==> src/hw/rtl/tdp_pkg.sv <==
// shared constants, types and state codes for the trial division prime tester
package tdp_pkg;

	localparam int VALUE_WIDTH = 16;
	localparam int SQ_WIDTH    = VALUE_WIDTH + 1;
	localparam int STEPS       = (VALUE_WIDTH + 1) / 2;
	localparam int PAD_WIDTH   = 2 * STEPS;
	localparam int CNT_WIDTH   = $clog2(STEPS + 1);

	typedef logic [VALUE_WIDTH-1:0] value_t;
	typedef logic [SQ_WIDTH-1:0]    square_t;

	typedef enum logic [1:0] {
		ST_IDLE,
		ST_CHECK,
		ST_DIV,
		ST_DONE
	} state_t;

	typedef struct packed {
		logic start;
		logic step;
	} rem_ctl_t;

	typedef struct packed {
		logic last;
		logic zero;
	} rem_sts_t;

endpackage

==> src/hw/rtl/tdp_rem_unit.sv <==
// shared remainder unit, restoring division two quotient bits per cycle
module tdp_rem_unit (
	input  logic              clk,
	input  logic              arst_n,
	input  tdp_pkg::rem_ctl_t ctl,
	input  tdp_pkg::value_t   dividend,
	input  tdp_pkg::value_t   divisor,
	output tdp_pkg::rem_sts_t sts
);
	import tdp_pkg::*;

	logic [VALUE_WIDTH-1:0] rem_q;
	logic [PAD_WIDTH-1:0]   dvd_q;
	logic [CNT_WIDTH-1:0]   cnt_q;
	logic [VALUE_WIDTH:0]   r1_sh;
	logic [VALUE_WIDTH:0]   r1;
	logic [VALUE_WIDTH:0]   r2_sh;
	logic [VALUE_WIDTH:0]   r2;
	logic [VALUE_WIDTH:0]   div_ext;

	always_comb begin
		div_ext = {1'b0, divisor};
		r1_sh   = {rem_q, dvd_q[PAD_WIDTH-1]};
		r1      = (r1_sh >= div_ext) ? r1_sh - div_ext : r1_sh;
		r2_sh   = {r1[VALUE_WIDTH-1:0], dvd_q[PAD_WIDTH-2]};
		r2      = (r2_sh >= div_ext) ? r2_sh - div_ext : r2_sh;
		sts.last = (cnt_q == CNT_WIDTH'(STEPS - 1));
		sts.zero = (r2[VALUE_WIDTH-1:0] == '0);
	end

	always_ff @(posedge clk or negedge arst_n) begin
		if (!arst_n) begin
			cnt_q <= '0;
		end else if (ctl.start) begin
			cnt_q <= '0;
		end else if (ctl.step) begin
			cnt_q <= cnt_q + CNT_WIDTH'(1);
		end
	end

	always_ff @(posedge clk) begin
		if (ctl.start) begin
			rem_q <= '0;
			dvd_q <= PAD_WIDTH'(dividend);
		end else if (ctl.step) begin
			rem_q <= r2[VALUE_WIDTH-1:0];
			dvd_q <= dvd_q << 2;
		end
	end

endmodule

==> config.mk <==
export PLATFORM = sky130hd
export DESIGN_NAME = tdp_rem_unit
export DESIGN_NICKNAME = d
export VERILOG_FILES = /design/src/hw/rtl/tdp_pkg.sv /design/src/hw/rtl/tdp_rem_unit.sv
export SDC_FILE = /design/constraint.sdc
export NUM_CORES = 1
export LEC_CHECK = 0
export BUFFER_PORTS_ARGS = -buffer_cell sky130_fd_sc_hd__buf_4
export CAP_MARGIN = 20
export CORE_MARGIN = 5
export CORE_UTILIZATION = 34
export CTS_BUF_LIST = sky130_fd_sc_hd__clkbuf_4 sky130_fd_sc_hd__clkbuf_8
export DETAILED_ROUTE_END_ITERATION = 10
export PLACE_DENSITY = 0.47
export SLEW_MARGIN = 20
export SYNTH_ARGS = -nofsm -noshare
export SYNTH_HDL_FRONTEND = slang
export SYNTH_SLANG_ARGS = --single-unit
==> constraint.sdc <==
create_clock -name clk -period 12.14 [get_ports clk]
set_input_delay 0.607 -clock clk [delete_from_list [all_inputs] [get_ports clk]]
set_output_delay 0.607 -clock clk [all_outputs]
set_load 0.1 [all_outputs]
==> results_dict.tcl, run 1 <==
set metrics [dict create \
    ys.flop_type "edfxtp_1" \
    slowest_delay_ns 0.61 \
    drive_gt1_frac 0.164 \
    ir_drop_mv 0.105 \
    powerDensity_mw_per_mm2 290 \
    critical_path_arrival_ns 6.15 \
    htreeDepth 2 \
    die_y_um 114 \
    dp_hpwl_um 8980 \
    cp-start-kind "input pin" \
    power.total_mw 1.21 \
    firstDrtPassIters 5 \
    max_freq_ghz 0.148 \
    die_x_um 114 \
    n_fill_cell 1188 \
    n_antenna_cell 0 \
    worst-path-max-fanout 20 \
    synth-seq-cells 36 \
    area_growth_pct 13.3 \
    slew_headroom 0.472 \
    synth_cell_types 69 \
    critPathSlowestCell "or4_4" \
    netlist_area_mm2 0.00368 \
    wirelength_um 11000 \
    ios 38 \
    io_buffers 37 \
    rows 38 \
    synth_seq_area_share 0.245 \
    fin_nets 546 \
    overflow 0 \
    grt_pass1_wl_um 17400 \
    ant_nets 0 \
    post-cts-setup-buffers 0 \
    finClkSkew_ns 0.00472 \
    numCtsBuffers 5 \
    layout_commonest_cell "nand2_1" \
    status "finished clean" \
    cp-end-kind "primary output" \
    grt_max_degree 38 \
    finalHoldViolations 0 \
    synthesis.nets 519 \
    grt_pass1_vias 3289 \
    cts_tree "built" \
    initial_core_util 0.342 \
    cp_top_family "simple AND/OR/NAND/NOR gates" \
    cts_buffer_depth 2 \
    regToRegEndpoint "rem_q[2]$_SDFFE_PP0P_" \
    synthArstFlopShare 0.111 \
    drc_errors 0 \
    final_cell_mix "45 x nand2_1, 42 x nor2_1, 37 x buf_4" \
    syn-instance-count 448 \
    crit_buf_inv 3 \
    cts.repair.resized 0 \
    worst_slew_pin_slew_ns 0.788 \
    rsz0062_at_grt "no" \
    crit_path_cell_trace "buf_4 -> inv_1 -> ha_1 -> nand4b_1 -> or4_4 -> o221a_4 -> and2_4 -> o31ai_1 -> ha_1 -> a21oi_1 -> o21ai_0 -> or3_1 -> o221ai_1 -> a21bo_2 -> nand3_1 -> or4_1 -> a211oi_2 -> buf_4" \
    core_area_mm2 0.0107 \
    grt_antenna_before_repair 0 \
    clkSinkCount 36 \
    r2r_cells 15 \
    regArea_um2 901 \
    p_leak_nw 1.79 \
    yosysWarnings 0 \
    avgSynthCellArea_um2 8.21 \
    crit_cells 18 \
    maxSlewViolCount 0 \
    grt_usage 0.168 \
    routabilityCongestion 0.910 \
    drt-vias-per-instance 5.63 \
    die_area_mm2 0.0130 \
    insertion_delay_ns 0.29 \
    required_ns 11.53 \
    r2r_slack_ns 6.87 \
    multi_input_area_mm2 0.00258 \
    critical_path_class "input pin to primary output" \
    vias 3471 \
    wl_per_cell_um 17.9 \
    clk_pin_slew_ns 0.08 \
    cts_root_buffer "clkbuf_8" \
    drt_iter0_markers 277 \
    period_share 0.557 \
    synth_edf_count 16 \
    setup_viol 0 \
    min_period_ns 6.76 \
    hold_path_class "input pin to asynchronous set/reset pin" \
    postCtsHoldBufs 0 \
    fin_setup_tns_ns 0 \
    r2r_start "rem_q[13]$_SDFFE_PP0P_" \
    maxCapViolCount 0 \
]
-- layout make-up --
| cell class | instances | area share |
|---|---|---|
| Clock inverter | 3 | 0.0102 |
| Timing Repair Buffer | 37 | 0.0666 |
| Inverter | 32 | 0.0288 |
| Clock buffer | 5 | 0.0165 |
| Sequential cell | 36 | 0.216 |
| Multi-Input combinational cell | 363 | 0.620 |
| Tap cell | 140 | 0.0420 |
-- per-layer routing --
metal,wire [um],global-route usage,share of wire
met1,5620,0.249,0.51
met2,4780,0.259,0.43
met5,0,0,0
met4,159,0.0396,0.014
met3,440,0.0212,0.040
-- cells in the mapped netlist, types with 5 or more instances --
| cell | n | area (um2) |
|---|---|---|
| nor3_1 | 11 | 55.1 |
| nand2_1 | 45 | 169 |
| o21ai_0 | 10 | 50.1 |
| dfxtp_1 | 16 | 320 |
| mux2_2 | 16 | 180 |
| o21a_1 | 6 | 45.0 |
| a31o_2 | 5 | 43.8 |
| a311oi_1 | 10 | 87.6 |
| inv_1 | 32 | 120 |
| a21o_1 | 6 | 45.0 |
| a31oi_1 | 7 | 43.8 |
| clkbuf_1 | 13 | 48.8 |
| xor2_1 | 9 | 78.8 |
| nand3_1 | 10 | 50.1 |
| xnor2_1 | 8 | 70.1 |
| and3_1 | 5 | 31.3 |
| nand2b_1 | 9 | 56.3 |
| edfxtp_1 | 16 | 480 |
| o31ai_1 | 8 | 60.1 |
| a211oi_1 | 8 | 60.1 |
| a21oi_1 | 31 | 155 |
| ha_1 | 33 | 413 |
| nor2_1 | 42 | 158 |
| nand4_1 | 9 | 56.3 |
-- worst max path at each step --
stage,from,end,slack [ns]
after floorplan,divisor[12],sts[0],5.58
after global placement,divisor[13],sts[0],5.50
after detailed placement,divisor[14],sts[0],5.49
after CTS,divisor[14],sts[0],5.41
after global routing,divisor[13],sts[0],5.09
final,divisor[14],sts[0],5.38
-- power breakdown --
group	total [mW]	switching (mW)	internal, mW	leakage [nW]
clock network	0.109	0.0480	0.0608	0.0541
logic	0.917	0.566	0.350	1.39
registers	0.184	0.0285	0.156	0.351
total	1.21	0.643	0.567	1.79
-- logic make-up (layout without fill, tap and decap cells) --
family / after synthesis / after routing / share of synthesized area
compound gates: 129 / 129 / 0.256
xor+xnor: 17 / 17 / 0.0405
fa+ha+maj: 35 / 35 / 0.123
buf+inv: 49 / 77 / 0.0527
flops: 36 / 36 / 0.245
mux: 20 / 20 / 0.0598
simple gates: 162 / 162 / 0.223
-- flip-flops by register name, summed over array words and instances, names as in the netlist --
name   cells
dvd_q     16
cnt_q      4
rem_q     16
-- through the flow --
step / hold slack [ns] / instance area, um2 / instances / setup WS, ns / utilization
after floorplan: 0.311 / 3680 / 448 / 5.58 / -
after global placement: 0.407 / 4060 / 608 / 5.50 / 0.378
after detailed placement: 0.408 / 4060 / 608 / 5.49 / 0.378
after CTS: 0.0840 / 4170 / 616 / 5.41 / 0.388
after global routing: 0.0766 / 4170 / 616 / 5.09 / 0.388
final: 0.0902 / 4170 / 616 / 5.38 / 0.388
(Power assumes the default switching activity.)
==> run 2, diff against run 1 <==
--- a/config.mk
+++ b/config.mk
@@ -5,6 +5,7 @@
 export SDC_FILE = /design/constraint.sdc
 export NUM_CORES = 1
 export LEC_CHECK = 0
+export ABC_AREA = 1
 export BUFFER_PORTS_ARGS = -buffer_cell sky130_fd_sc_hd__buf_4
 export CAP_MARGIN = 20
 export CORE_MARGIN = 5
==> constraint.sdc (replaced) <==
create_clock -name clk -period 6.8 [get_ports clk]
set_input_delay 0.34 -clock clk [delete_from_list [all_inputs] [get_ports clk]]
set_output_delay 0.34 -clock clk [all_outputs]
set_load 0.1 [all_outputs]
==> run 2 against run 1 <==
Against the previous run:
- area after synthesis is 3.8% higher
- flip-flop and latch count is the same
- clock power up 39%
- core utilization up 0.46 points
- combinational power grew 93%
- die area up 3.5%
- hold slack better by 0.22 ns
- largest cell class unchanged
- highest routed layer unchanged
==> results_dict.tcl, run 2 <==
set metrics [dict create \
    fin_ws_ns 1.36 \
    cp-start-kind "flip-flop" \
    grt_antenna_before_repair 0 \
    placed_area_mm2 0.00420 \
    synth_seq_area_share 0.236 \
    ys_top_cells_by_count "238 x nand2_1, 93 x inv_1, 48 x nand3_1, 34 x nor2_1, 33 x ha_1" \
    period_share 0.801 \
    postLayoutCellArea_mm2 0.00429 \
    hold_ws_ns 0.305 \
    critical_path_arrival_ns 5.10 \
    drc_errors 0 \
    min_period_ns 5.44 \
    fin_nets 719 \
    yosysWarnings 0 \
    vias 3744 \
    critPathSlowestCell "nor2_2" \
    yosys-top-cells-area "nand2_1 23%, edfxtp_1 13%, ha_1 11%" \
    setup_viol 0 \
    cts_root_buffer "clkbuf_8" \
    synth_most_common_cell "nand2_1" \
    cp-end-kind "primary output" \
    clk_pin_slew_ns 0.07 \
    syn-instance-count 617 \
    firstDrtPassIters 4 \
    wl_per_cell_um 13.9 \
    p_leak_nw 2.45 \
    status "finished clean" \
    die_x_um 116 \
    synth-seq-cells 36 \
    cp_common_cell "nand2_1" \
    htreeDepth 2 \
    synthArstFlopShare 0.111 \
    met2WireLength_um 5330 \
    synth_top_area_cell "nand2_1" \
    highest_layer "met4" \
    avgSynthCellArea_um2 6.19 \
    overflow 0 \
    finalHoldViolations 0 \
    io_buffers 37 \
    rsz0062_at_grt "no" \
    cts_tree "built" \
    ios 38 \
    grt_pass1_wl_um 18100 \
    drt_iter0_markers 219 \
    fin_cells 789 \
    top_regs "dvd_q x16, rem_q x16, cnt_q x4" \
    ant_nets 0 \
    cts.repair.resized 0 \
    grt_usage 0.172 \
    dp.cells 780 \
    wirelength_um 11000 \
    layout_commonest_cell "nand2_1" \
    worst_slew_pin_slew_ns 0.987 \
    finClkSkew_ns 0.0141 \
    clkSinkCount 36 \
    powerDensity_mw_per_mm2 522 \
    die_y_um 116 \
    maxSlewViolCount 0 \
    slew_headroom 0.341 \
    fin_setup_tns_ns 0 \
    drive_gt1_frac 0.102 \
    initial_core_util 0.349 \
    required_ns 6.46 \
    synthesis.nets 688 \
    numCtsBuffers 5 \
    r2r_slack_ns 2.48 \
    drt-vias-per-instance 4.75 \
    slowest_delay_ns 0.45 \
    rows 38 \
    synth_cell_types 39 \
    synth_edf_count 16 \
    insertion_delay_ns 0.29 \
    routed-wl-met3_um 474 \
    n_fill_cell 1235 \
    area_growth_pct 12.4 \
    max_freq_ghz 0.184 \
    hold_path_class "input pin to flip-flop" \
    dp_hpwl_um 9490 \
    n_antenna_cell 0 \
    ir_drop_mv 0.218 \
    core_area_mm2 0.0109 \
    wl_met1_um 4990 \
    die_area_mm2 0.0135 \
    routabilityCongestion 0.811 \
    final_cell_mix "238 x nand2_1, 93 x inv_1, 48 x nand3_1" \
    netlist_area_mm2 0.00382 \
    grt_max_degree 28 \
    grt_pass1_vias 3677 \
    yosysTopAreaCellShare 0.234 \
    critical_path_class "flip-flop to primary output" \
    cts_buffer_depth 2 \
    worst-path-max-fanout 18 \
    ys.flop_type "edfxtp_1" \
    dpl_worst_slack_ns 1.49 \
    maxCapViolCount 0 \
]
## run 2: metal layers
layer,global-route usage,vias to the layer above
met1,0.219,1632
li1,-,2022
met5,0,-
met2,0.303,78
met3,0.0272,12
met4,0.0433,0
## run 2: area by class of cell
cell class / count / area (um2) / area share
well taps: 140 / 175 / 0.0408
clock buffers: 6 / 76.3 / 0.0178
repair buffers: 38 / 288 / 0.0670
clock inverters: 2 / 11.3 / 0.00262
flip-flops and latches: 36 / 901 / 0.210
inverters: 98 / 368 / 0.0857
multi-input cells: 469 / 2470 / 0.576
## run 2: cell families after synthesis
| kind of cell | after synthesis | share of synthesized area |
|---|---|---|
| buf+inv | 112 | 0.117 |
| simple gates | 362 | 0.410 |
| fa+ha+maj | 35 | 0.119 |
| flops | 36 | 0.236 |
| compound gates | 55 | 0.0799 |
| xor+xnor | 17 | 0.0390 |
## run 2: worst paths after layout
check	from	end	cells past startpoint
worst max-delay path	rem_q[11]$_SDFFE_PP0P_	sts[0]	25
worst max register to register	rem_q[11]$_SDFFE_PP0P_	rem_q[0]$_SDFFE_PP0P_	21
worst min register to register	cnt_q[3]$_DFFE_PN0P_	cnt_q[3]$_DFFE_PN0P_	1
max in group asynchronous	arst_n	cnt_q[1]$_DFFE_PN0P_	2
min in group asynchronous	arst_n	cnt_q[0]$_DFFE_PN0P_	2
worst min-delay path	dividend[1]	dvd_q[1]$_SDFFCE_PN0P_	3
## run 2: critical path, delay by kind of cell, from the launching register on
family                     cells  cell delay (ns)
AOI/OAI and AO/OA              3             0.73
adders and majority gates      2             0.73
buffers and inverters          2             0.39
DFF                            1             0.33
and+or+nand+nor               18             2.60
## run 2: stage by stage
step | util | total power [mW]
after global routing | 0.393 | 2.54
after detailed placement | 0.384 | 2.09
after floorplan | - | 1.71
after global placement | 0.384 | 2.10
final | 0.393 | 2.24
after CTS | 0.393 | 2.25
## run 2: what timing repair did
| item | 4_1_cts | 5_1_grt |
|---|---|---|
| hold endpoints to repair | 4 | 0 |
| hold buffers | 1 | 0 |
| setup buffers | 0 | 0 |
## run 2: report_power, final
group          leakage (nW)  internal, mW  switching, mW
sequential            0.353         0.280         0.0373
combinational          2.05         0.606           1.17
clock                0.0423        0.0750         0.0759
total                  2.45         0.960           1.28
==> run 3, diff against run 2 <==
==> constraint.sdc (replaced) <==
create_clock -name clk -period 5.4 [get_ports clk]
set_input_delay 0.27 -clock clk [delete_from_list [all_inputs] [get_ports clk]]
set_output_delay 0.27 -clock clk [all_outputs]
set_load 0.1 [all_outputs]
==> run 3 against run 2 <==
Against the previous run:
- sequential power grew 26%
- power up 27%
- combinational power grew 26%
- clock power is 34% higher
- clock-buffer cell count stayed put
- cell area is 0.23% higher
- register-to-register slack worse by 0.92 ns
- non-clock buffer count increased by 1
==> results_dict.tcl, run 3 (synthesized netlist as in run 2, its figures left out) <==
set metrics [dict create \
    ant_nets 0 \
    cp-start-kind "flip-flop" \
    p_seq_frac 0.141 \
    die_area_mm2 0.0135 \
    overflow 0 \
    ios 38 \
    combPwrFrac 0.788 \
    htreeDepth 2 \
    drc_errors 0 \
    wl_met1_um 5180 \
    ir_drop_mv 0.267 \
    maxSlewViolCount 0 \
    critical_path_class "flip-flop to primary output" \
    drt-vias-per-instance 4.82 \
    min_period_ns 4.88 \
    cts_tree "built" \
    power.total_mw 2.84 \
    clk_pin_slew_ns 0.08 \
    slew_headroom 0.311 \
    dp_hpwl_um 9460 \
    clkSinkCount 36 \
    postLayoutCellArea_mm2 0.00430 \
    highest_layer "met4" \
    powerDensity_mw_per_mm2 659 \
    drive_gt1_frac 0.105 \
    wl_per_cell_um 14.2 \
    finClkSkew_ns 0.00465 \
    layout_commonest_cell "nand2_1" \
    sw_frac_of_total 0.570 \
    grt_antenna_before_repair 0 \
    insertion_delay_ns 0.30 \
    grt_usage 0.175 \
    hold_start "dividend[0]" \
    postLayoutCoreUtil 0.394 \
    placed_area_mm2 0.00420 \
    critical_path_arrival_ns 4.61 \
    status "finished clean" \
    finalHoldViolations 0 \
    power.switching_mw 1.62 \
    area_growth_pct 12.6 \
    maxCapViolCount 0 \
    firstDrtPassIters 4 \
    hold_path_class "input pin to flip-flop" \
    grt_pass1_wl_um 18500 \
    power.share.clock 0.071 \
    grt_pass1_vias 3709 \
    io_buffers 37 \
    internal_power_mw 1.22 \
    cts_root_buffer "clkbuf_8" \
    fin_setup_tns_ns 0 \
    grt_max_degree 28 \
    cp-startpoint "dvd_q[15]$_DFFE_PP_" \
    cts_buffer_depth 2 \
    top_regs "dvd_q x16, rem_q x16, cnt_q x4" \
    vias 3805 \
    routabilityCongestion 0.908 \
    initial_core_util 0.349 \
    fin_nets 720 \
    routed-wl-met3_um 495 \
    cp-end-kind "primary output" \
    final_cell_mix "237 x nand2_1, 93 x inv_1, 48 x nand3_1" \
    wirelength_um 11200 \
    rows 38 \
    p_leak_nw 2.45 \
    numCtsBuffers 5 \
    hold_ws_ns 0.227 \
    die_y_um 116 \
    required_ns 5.13 \
    period_share 0.905 \
    setup_viol 0 \
    r2r_slack_ns 1.56 \
    drt_iter0_markers 215 \
    met2WireLength_um 5380 \
    worst-path-max-fanout 17 \
    die_x_um 116 \
    n_antenna_cell 0 \
    worst_slew_pin_slew_ns 1.03 \
    rsz0062_at_grt "no" \
    core_area_mm2 0.0109 \
    r2r_start "dvd_q[15]$_DFFE_PP_" \
    max_freq_ghz 0.205 \
]
## run 3: changes by cell type in the layout (fill, tap and decap cells not counted), sizes merged
cell	before	now
buf	37	38
## run 3: worst paths after layout
kind	endpoint	cells past startpoint
min in group asynchronous	cnt_q[3]$_DFFE_PN0P_	2
max in group asynchronous	cnt_q[1]$_DFFE_PN0P_	2
min reg2reg	cnt_q[3]$_DFFE_PN0P_	1
max	sts[0]	26
min	dvd_q[0]$_SDFFCE_PN0P_	3
max reg2reg	rem_q[7]$_SDFFE_PP0P_	23
## run 3: per-stage QoR
| stage | worst slack, ns | instances |
|---|---|---|
| finish | 0.516 | 790 |
| global route | 0.0239 | 790 |
| CTS | 0.322 | 790 |
| detailed placement | 0.592 | 781 |
| global placement | 0.612 | 781 |
| floorplan | 0.610 | 617 |
## run 3: power by group through the flow
stage / combinational, mW / clock, mW / sequential [mW]
6_report: 2.23 / 0.202 / 0.401
5_1_grt: 2.57 / 0.224 / 0.408
4_1_cts: 2.24 / 0.208 / 0.401
3_5_place_dp: 2.22 / 0 / 0.406
3_3_place_gp: 2.24 / 0 / 0.407
2_1_floorplan: 1.76 / 0 / 0.388
## run 3: timing repair
action | CTS | global route
setup buffers | 0 | 0
hold endpoints to repair | 4 | 0
hold buffers | 1 | 0
gates resized for setup | 0 | 1
endpoints found under the setup margin | 0 | 1
## run 3: layer usage
metal	track usage	up-vias
met5	0	-
met4	0.0340	0
met3	0.0245	11
met2	0.312	77
met1	0.226	1687
li1	-	2030
## run 3: critical path: stages (launching register included)
cell      delay [ns]
edfxtp_1        0.36
inv_1           0.09
ha_1            0.15
inv_1           0.08
fa_1            0.47
nand3_1         0.13
nand3_1         0.18
nand2_1         0.13
nand3_1         0.07
nand2_1         0.06
nand2_1         0.06
nand2_1         0.07
nand2_1         0.11
ha_1            0.37
nand2_1         0.10
o21ai_0         0.30
a21oi_1         0.11
nand2_1         0.11
nand2_2         0.19
nand3_4         0.26
nand2_1         0.09
o21ai_2         0.09
nand2_1         0.07
nor2_1          0.12
nand2_1         0.07
nor2_1          0.16
buf_4           0.32
## run 3: final cells by class
cell class	count	area (um2)
Clock buffer	6	76.3
Clock inverter	2	11.3
Fill cell	1262	6630
Inverter	98	368
Multi-Input combinational cell	469	2480
Sequential cell	36	901
Tap cell	140	175
Timing Repair Buffer	39	295
